===== src/hw/rtl/tepq_pkg.sv =====
// ----------------------------------------------------------------------------
// tepq_pkg: shared types for the timed event priority queue
// Command and response words, cell entry layout and the cell operation codes.
// ----------------------------------------------------------------------------
`default_nettype none

package tepq_pkg;

	localparam int TIME_W = 32;
	localparam int CHAN_W = 8;

	// command codes
	typedef enum logic [1:0] {
		ACT_PUSH    = 2'd0,
		ACT_POP     = 2'd1,
		ACT_PEEK    = 2'd2,
		ACT_REPLACE = 2'd3
	} action_t;

	// response status codes
	typedef enum logic [1:0] {
		STAT_OK       = 2'd0,
		STAT_EMPTY    = 2'd1,
		STAT_FULL     = 2'd2,
		STAT_NOTFOUND = 2'd3
	} status_t;

	// operation broadcast to every cell
	typedef enum logic [1:0] {
		CELL_HOLD   = 2'd0,
		CELL_INSERT = 2'd1,
		CELL_SHIFT  = 2'd2,
		CELL_REMOVE = 2'd3
	} cell_op_t;

	typedef struct packed {
		action_t             action;
		logic [TIME_W-1:0]   event_time;
		logic [CHAN_W-1:0]   channel;
	} cmd_t;

	typedef struct packed {
		status_t             status;
		logic [TIME_W-1:0]   out_time;
		logic [CHAN_W-1:0]   out_channel;
	} rsp_t;

	// one stored event
	typedef struct packed {
		logic                vld;
		logic [TIME_W-1:0]   tim;
		logic [CHAN_W-1:0]   chn;
	} entry_t;

	// control group driven by the sequencer into the chain
	typedef struct packed {
		cell_op_t            op;
		logic [TIME_W-1:0]   key_time;
		logic [CHAN_W-1:0]   key_chan;
	} cell_ctl_t;

endpackage

`default_nettype wire


===== src/hw/rtl/tepq_cell.sv =====
// ----------------------------------------------------------------------------
// tepq_cell: one slot of the sorted event chain
// Holds one event, compares it with the broadcast key and moves data to or
// from its neighbors: insert shifts right, pop and remove shift left.
// ----------------------------------------------------------------------------
`default_nettype none

module tepq_cell (
	input  wire logic                clk,
	input  wire logic                arst_n,
	input  wire tepq_pkg::cell_ctl_t ctl,
	input  wire tepq_pkg::entry_t    left_ent,
	input  wire logic                left_gt,
	input  wire tepq_pkg::entry_t    right_ent,
	input  wire logic                seen_in,
	output tepq_pkg::entry_t         ent,
	output logic                     gt,
	output logic                     seen_out
);

	logic                         vld_q;
	logic [tepq_pkg::TIME_W-1:0]  tim_q;
	logic [tepq_pkg::CHAN_W-1:0]  chn_q;
	tepq_pkg::entry_t             cur;
	tepq_pkg::entry_t             nxt;
	logic                         match;

	assign cur = '{vld: vld_q, tim: tim_q, chn: chn_q};
	assign ent = cur;

	// empty slots sort after everything; equal times stay in front of the key
	assign gt       = !vld_q || (tim_q > ctl.key_time);
	assign match    = vld_q && (chn_q == ctl.key_chan);
	assign seen_out = seen_in || match;

	// next slot contents
	always_comb begin
		nxt = cur;
		case (ctl.op)
			tepq_pkg::CELL_INSERT: begin
				if (gt) begin
					if (left_gt) begin
						nxt = left_ent;
					end else begin
						nxt = '{vld: 1'b1, tim: ctl.key_time, chn: ctl.key_chan};
					end
				end
			end
			tepq_pkg::CELL_SHIFT: begin
				nxt = right_ent;
			end
			tepq_pkg::CELL_REMOVE: begin
				if (seen_out) begin
					nxt = right_ent;
				end
			end
			default: begin
				nxt = cur;
			end
		endcase
	end

	// valid flag
	always_ff @(posedge clk or negedge arst_n) begin
		if (!arst_n) begin
			vld_q <= 1'b0;
		end else begin
			vld_q <= nxt.vld;
		end
	end

	// event payload
	always_ff @(posedge clk) begin
		tim_q <= nxt.tim;
		chn_q <= nxt.chn;
	end

endmodule

`default_nettype wire


===== config.mk =====
export PLATFORM = sky130hd
export DESIGN_NAME = tepq_cell
export DESIGN_NICKNAME = d
export VERILOG_FILES = /design/src/hw/rtl/tepq_pkg.sv /design/src/hw/rtl/tepq_cell.sv
export SDC_FILE = /design/constraint.sdc
export NUM_CORES = 1
export LEC_CHECK = 0
export ABC_AREA = 1
export BUFFER_PORTS_ARGS = -buffer_cell sky130_fd_sc_hd__buf_2
export CAP_MARGIN = 20
export CELL_PAD_IN_SITES_DETAIL_PLACEMENT = 1
export CELL_PAD_IN_SITES_GLOBAL_PLACEMENT = 2
export CORE_ASPECT_RATIO = 0.5
export CORE_MARGIN = 1.5
export CORE_UTILIZATION = 24
export CTS_BUF_LIST = sky130_fd_sc_hd__clkbuf_8
export CTS_CLUSTER_SIZE = 30
export DETAILED_ROUTE_END_ITERATION = 8
export PLACE_DENSITY_LB_ADDON = 0.25
export SLEW_MARGIN = 15
export SYNTH_ARGS = -nofsm -noshare
export SYNTH_HDL_FRONTEND = slang
export SYNTH_SLANG_ARGS = --single-unit

===== constraint.sdc =====
create_clock -name clk -period 3.7 [get_ports clk]
set_clock_uncertainty 0.2 [all_clocks]
set_input_delay 0.37 -clock clk [delete_from_list [all_inputs] [get_ports clk]]
set_output_delay 0.37 -clock clk [all_outputs]
set_load 0.03 [all_outputs]

# Yosys cells after proc, flatten, opt, wreduce, memory -nomap -nowiden
# Index checks and enable logic that the tools add are counted.
# totals
register_bits	41
in_bits	128
output_inout_bits	43
elab_cells	20
# classes
order_cmp	1
eq_ne	6
mux	4
reduce_logical	6
# ops
op	count
2-to-1 mux 41 bit	3
one-hot mux 41 bit (3 select lines)	1
greater-than comparator 32 bit	1
== test 8 bit	1
== test 2 bit, second input constant	2
inequality test 2 bit, second input constant	2
AND reduction 3 bit	1
nonzero test 3 bit	1
== test 2 x 1 -> 1 bit, second input constant	1
logical OR 1 bit	2
logical AND 1 bit	1
logical NOT 1 bit	1

# Longest topological paths before layout
# Gate-level depths: netlist of the first run.
# depth
ltp_word	5
depth_mapped	18
depth_no_buf	18

# Least setup slack after synthesis of the first run
# Ideal clock, no wire load.
# synth_path
path_type	register to register
start	reg tim_q[23] in the netlist's numbering
end	reg chn_q[0] in the netlist's numbering, enable pin
setup_time_ns	0.395
arrival_time_ns	2.336
required_ns	3.105
slack_ns	0.770
stages_incl_launch_ff	12
n_path_buf	0
synth_period_minus_slack_ns	2.930
path_cell_list	edfxtp_1 ha_1 nand2_1 nor2_1 nand4_1 nor2_2 nand2_1 nand2_1 nand2_1 nand3_1 nand2_2 inv_1
# synth_between
elab_chain_cells	4
# synth_lines
element	line_no	rtl
from (decl)	tepq_cell.sv:22	logic [tepq_pkg::TIME_W-1:0] tim_q;
from (signal assigned)	tepq_cell.sv:74	tim_q <= nxt.tim;
greater-than comparator 32 bit	tepq_cell.sv:32	assign gt = !vld_q || (tim_q > ctl.key_time);
logical OR 1 bit	tepq_cell.sv:32	
inequality test 2 bit (no line)	-	
AND reduction 3 bit (no line)	-	
to (signal assigned)	tepq_cell.sv:75	chn_q <= nxt.chn;
to (decl)	tepq_cell.sv:23	logic [tepq_pkg::CHAN_W-1:0] chn_q;
# Every way passes these cells.
# A chain may end at the register's enable or synchronous reset.

# Final worst setup path of the first run
# layout_path
start	reg tim_q[15] in the netlist's numbering
end	reg tim_q[23] in the netlist's numbering, enable pin
# layout_between
elab_chain_cells	4
# layout_lines
element	line_no
greater-than comparator 32 bit	tepq_cell.sv:32
logical OR 1 bit	tepq_cell.sv:32
inequality test 2 bit (no line)	-
AND reduction 3 bit (no line)	-
# Every way passes these cells.

==> flow_summary.yaml, run 1 <==
outcome:
  status: "finished clean"
sta:
  finalHoldViolations: 0
  maxSlewHeadroom_pct: 53.8
  post-route-period-util_pct: 73.5
  tightest_slew_ns: 0.689
  drv_slew: 0
  holdWs_ns: 0.207
  fin_crit_ns: 2.72
  fmax_ghz: 0.368
  setup_viol: 0
  rsz0062_at_grt: "no"
  worst_slack_ns: 0.980
  fin_setup_tns_ns: 0
worst_setup_path:
  critPathMaxFanout: 21
  cp_cell_sequence: "ha_1, nand2_1, nor2_1, nand2_1, inv_1, nand2_1, nand2_1, nand2_1, nand2_1, nand2_1, nand3_1, nand2_2, inv_2, buf_12"
  startpoint_type: "flip-flop"
  r2r-end: "tim_q[23]"
  cp.required_ns: 3.51
  worstPathArrival_ns: 2.53
  rrSetupSlack_ns: 0.98
  cpMaxStageDelayCell: "edfxtp_1"
  r2r-start: "tim_q[15]"
  critical_path_class: "reg -> reg"
  crit_top_cell: "nand2_1"
  end_kind: "flip-flop"
  r2r_cells: 14
  cpPeakStageDelay_ns: 0.41
synth:
  netlist_area_sq_um: 3110
  synth_compound_area_share_pct: 11.5
  yosys_warnings: 0
  yosys.area.top_type: "edfxtp_1"
  synthSimpleGateAreaFrac_pct: 25.2
  synth_xor_area_share_pct: 1.41
  synth.avg_cell_area_sq_um: 7.70
  syn_inst: 404
  synth_top_family_by_area: "simple AND/OR/NAND/NOR gates"
  yosysMostFrequentCell: "nand2_1"
  ys_seq_area_share_pct: 39.4
  synth_flop_cell: "edfxtp_1"
  netlist_top_cells_area: "edfxtp_1 (39%), nand2_1 (15%), ha_1 (14%)"
  ys_top_cells_by_count: "nand2_1 (127), nor2_1 (53), inv_1 (48)"
  synth_fp_nets: 567
  ys_types: 24
  synth-async-reset-ratio_pct: 2.44
  synth_top_area_share_pct: 38.6
  synth_seq_cells: 41
  synth-edff-count: 40
  muxShareOfSynthArea_pct: 0
  synthAdderAreaFrac_pct: 14.1
power:
  clkPwrFrac_pct: 21.2
  leakagePower_nw: 2.20
  p_total_mw: 1.47
  intPower_uw: 929
  sw_frac_of_total_pct: 36.8
  seq_power_share_pct: 42.2
  ir_worst_vdd_mv: 0.125
  p_sw_uw: 542
  power_density_nw_per_um2: 346
  p_comb_share_pct: 36.7
routing:
  drc: 0
  via_count: 3184
  drtAntennaViolNets: 0
  wirelength_um: 9840
  drtIter0Drc: 74
  firstDrtPassIters: 4
  viasPerCell: 4.30
  drt-wirelength-per-cell_um: 13.3
floorplan:
  start_util_pct: 24.6
  fp-row-count: 29
  num_io_pins: 171
  die_y_um: 83.5
  die_x_um: 164
  coreArea_sq_um: 12700
  dieArea_sq_um: 13700
placement:
  dp_hpwl_um: 7890
  portBuffers: 170
  dp_slack_ns: 0.818
  gpl.final_weighted_congestion: 0.745
clock_tree:
  cts_made_buffers: 5
  cts-resized-gates: 0
  clock_sinks: 41
  cts_tree: "done"
  cts_buffer_depth: 2
  post_cts.repair.setup_buffers: 0
  path_clk_slew_ns: 0.08
  cts-root-buf: "clkbuf_8"
  insertion_delay_ns: 0.29
  htree_levels: 2
global_routing:
  grtUsageMet1_pct: 20.3
  grt_pass1_vias: 3263
  grt_overflow_total: 0
  use_met2_pct: 24.1
  grt_usage_pct: 14.9
  antenna_found_initial: 0
  use_met3_pct: 3.92
  grt_max_degree: 50
  grt_pass1_wl_um: 16100
  busiest_layer: "met2"
flow_run:
  max_cap_violations: 0
hold_path:
  worstHoldPathType: "in -> async"
layout:
  nets: 732
  n_antenna_cell: 0
  utilization_pct: 33.6
  drive_gt1_share_pct: 33.3
  syn_to_final_growth_pct: 36.6
==> how the worst max path moves through the flow <==
stage                     depth (start not counted)        end      start  slack (ns)
final                                            14  tim_q[23]  tim_q[15]        0.98
after global placement                           16  tim_q[23]    ctl[23]        0.86
after CTS                                        14  tim_q[23]   tim_q[7]        0.90
after floorplan                                  11   chn_q[0]  tim_q[23]        0.77
after global routing                             14   chn_q[0]   tim_q[7]        0.67
after detailed placement                         16  tim_q[23]    ctl[23]        0.82
==> layout make-up <==
cell class              instances  area, sq um
inverters                      48          180
clock inverters                 2         7.51
clock buffers                   6         82.6
repair buffers                176          911
fillers                      1640         8410
flip-flops and latches         41         1230
multi-input cells             297         1630
well taps                     170          213
==> power groups by stage <==
stage | clock network (mW) | logic, mW | registers [mW]
after floorplan | 0 | 0.240 | 0.733
after global placement | 0 | 0.546 | 0.631
after detailed placement | 0 | 0.550 | 0.633
after CTS | 0.330 | 0.554 | 0.623
after global routing | 0.345 | 0.611 | 0.630
final | 0.311 | 0.539 | 0.620
==> kinds of logic after synthesis <==
family,after synthesis
and+or+nand+nor,197
xor gates and xnor gates,5
buffers and inverters,66
AOI/OAI and AO/OA,60
DFF,41
adders and majority gates,35
==> placed cells by master (no fill, tap or decap), types with 6 or more instances in the layout <==
cell type	instances
ha_1	35
buf_2	170
a21oi_1	13
clkbuf_8	6
nand3_1	6
edfxtp_1	40
inv_1	48
nand2_1	127
nor2_1	52
a31oi_1	40
==> sequential cells by signal, indices dropped and copies added, names as in the netlist <==
register,cells
vld_q,1
chn_q,8
tim_q,32
==> layer usage <==
metal | up-vias | wire (um) | share of wire [%]
met1 | 1449 | 4860 | 49
met5 | - | 0 | 0
li1 | 1665 | - | -
met2 | 68 | 4420 | 45
met3 | 2 | 535 | 5.4
met4 | 0 | 31 | 0.31
==> worst max-delay path, delay by kind of cell (launching register included) <==
family / cells / cell delay [ns]
and+or+nand+nor: 10 / 0.83
DFF: 1 / 0.41
buffers and inverters: 3 / 0.68
adders and majority gates: 1 / 0.31
==> stage by stage <==
| stage | cells | instance area, sq um |
|---|---|---|
| 6_report | 740 | 4250 |
| 3_5_place_dp | 731 | 4150 |
| 5_1_grt | 740 | 4250 |
| 4_1_cts | 740 | 4250 |
| 3_3_place_gp | 731 | 4150 |
| 2_1_floorplan | 404 | 3110 |
==> repair_timing <==
item,4_1_cts,5_1_grt
hold buffers,1,0
hold endpoints to repair,1,0
endpoints found under the setup margin,0,0
Note: power is estimated with default switching activity, not from simulation.
==> inputs of run 2 (changes only) <==
Settings changed: CORE_UTILIZATION 24 to 22.
Clock period 3.7 ns to 2.3 ns, I/O delays scaled along.
==> flow_summary.yaml, run 2 (synthesis results as in run 1) <==
power:
  clkPwrFrac_pct: 20.7
  p_total_mw: 2.65
  sw_frac_of_total_pct: 36.0
  seq_power_share_pct: 37.8
  p_comb_share_pct: 41.5
  power_density_nw_per_um2: 548
  leakagePower_nw: 2.42
  intPower_mw: 1.69
  ir_worst_vdd_mv: 0.161
  p_sw_uw: 952
layout:
  largest_register_ff_count: 32
  largest-register: "tim_q"
  layout_commonest_cell: "buf_2"
  n_antenna_cell: 0
  top_regs: "tim_q x32, chn_q x8, vld_q x1"
  stdcell_count: 800
  layout_common_cells: "buf_2 (169), nand2_1 (121), inv_1 (46), nor2_1 (46)"
  nets: 770
  utilization_pct: 35.3
  syn_to_final_growth_pct: 55.1
  drive_gt1_share_pct: 41.6
placement:
  dp_hpwl_um: 8310
  place_inst: 775
  gpl.final_weighted_congestion: 0.692
  portBuffers: 170
clock_tree:
  insertion_delay_ns: 0.30
  clock_sinks: 41
  cts_tree: "done"
  cts_buffer_depth: 2
  cts_made_buffers: 5
  path_clk_slew_ns: 0.09
  cts-root-buf: "clkbuf_8"
  htree_levels: 2
routing:
  drc: 0
  firstDrtPassIters: 4
  wirelength_um: 10800
  drt-wirelength-per-cell_um: 13.4
  viasPerCell: 4.18
  drtAntennaViolNets: 0
  via_count: 3346
  drtIter0Drc: 71
worst_setup_path:
  cp_cell_sequence: "ha_1, nand2_2, nor2_2, buf_4, nand2_1, nand3_1, a21oi_2, nand2_1, nand2_2, nand3_2, nand2_2, clkinvlp_4, buf_12, clkbuf_16"
  crit_top_cell: "nand2_2"
  crit_buf_inv: 4
  critPathTopFamily: "simple AND/OR/NAND/NOR gates"
  cpPeakStageDelay_ns: 0.40
  critPathMaxFanout: 6
  cpMaxStageDelayCell: "edfxtp_1"
  worstPathArrival_ns: 2.36
  critical_path_class: "reg -> reg"
  startpoint_type: "flip-flop"
  end_kind: "flip-flop"
  cp.required_ns: 2.17
sta:
  rsz0062_at_grt: "yes"
  setup_viol: 41
  worst_slack_ns: -0.192
  fmax_ghz: 0.401
  tightest_slew_ns: 0.416
  finalHoldViolations: 0
  drv_slew: 0
  fin_setup_tns_ns: -5.31
  fin_crit_ns: 2.49
  maxSlewHeadroom_pct: 72.3
  post-route-period-util_pct: 108
  holdWs_ns: 0.0324
floorplan:
  coreArea_sq_um: 13700
  fp-row-count: 30
  die_y_um: 87.1
  dieArea_sq_um: 14900
  start_util_pct: 22.8
  die_x_um: 171
  num_io_pins: 171
global_routing:
  grt_max_degree: 48
  antenna_found_initial: 0
  grt_usage_pct: 14.3
  grt_overflow_total: 0
  grt_pass1_vias: 3410
  grt_pass1_wl_um: 16600
flow_run:
  max_cap_violations: 0
outcome:
  violations: "setup timing"
  status: "finished with violations"
hold_path:
  worstHoldPathType: "in -> async"
-- run 2: area by class of cell --
cell class,count,area [sq um]
repair buffers,214,1300
clock inverters,1,5.00
flip-flops and latches,41,1230
inverters,48,184
fillers,1719,8840
multi-input cells,297,1780
well taps,192,240
clock buffers,7,96.3
-- run 2: layer usage --
metal | up-vias | part of all wire (%) | GRT usage (%)
met4 | 0 | 0.53 | 2.15
met2 | 66 | 46 | 24.5
met3 | 5 | 5.0 | 3.50
met1 | 1533 | 48 | 18.7
li1 | 1742 | - | -
met5 | - | 0 | 0
-- run 2: per-stage QoR --
stage	setup WS, ns	area [sq um]
after detailed placement	-0.138	4380
after floorplan	-0.428	3120
after global placement	-0.119	4380
after CTS	-0.112	4530
final	-0.192	4830
after global routing	-0.334	4830
-- run 2: worst reg2reg max path: stages (launching register included) --
cell and delay, ns:
edfxtp_1 0.40, ha_1 0.30, nand2_2 0.08, nor2_2 0.04, buf_4 0.12, nand2_1 0.06, nand3_1 0.11, a21oi_2 0.14
nand2_1 0.07, nand2_2 0.08, nand3_2 0.08, nand2_2 0.10, clkinvlp_4 0.13, buf_12 0.17, clkbuf_16 0.16
-- run 2: timing repair --
item | in CTS | in global routing
buffers inserted | 2 | 9
cloned | 0 | 5
setup endpoints to repair | 41 | 41
pin swaps | 7 | 12
gates resized for setup | 6 | 20
hold buffers | 1 | 0
endpoints found under the hold margin | 1 | 0
-- run 2: final timing paths --
| check | from | endpoint | slack, ns | cells past startpoint |
|---|---|---|---|---|
| setup / recovery | tim_q[22] | chn_q[2] | -0.19 | 14 |
| hold / removal | arst_n | vld_q | 0.03 | 2 |
| setup reg to reg | tim_q[22] | chn_q[2] | -0.19 | 14 |
| hold reg to reg | vld_q | vld_q | 0.46 | 3 |
| max in group asynchronous | arst_n | vld_q | 1.79 | 2 |
| min in group clk | right_ent[35] | tim_q[27] | 0.07 | 3 |
-- run 2: power by group through the flow --
stage | sequential, mW | clock, mW | combinational [mW]
after floorplan | 1.18 | 0 | 0.389
after global placement | 1.01 | 0 | 0.963
after detailed placement | 1.01 | 0 | 0.968
after global routing | 1.01 | 0.602 | 1.23
final | 1.00 | 0.548 | 1.10
after CTS | 0.996 | 0.577 | 0.993
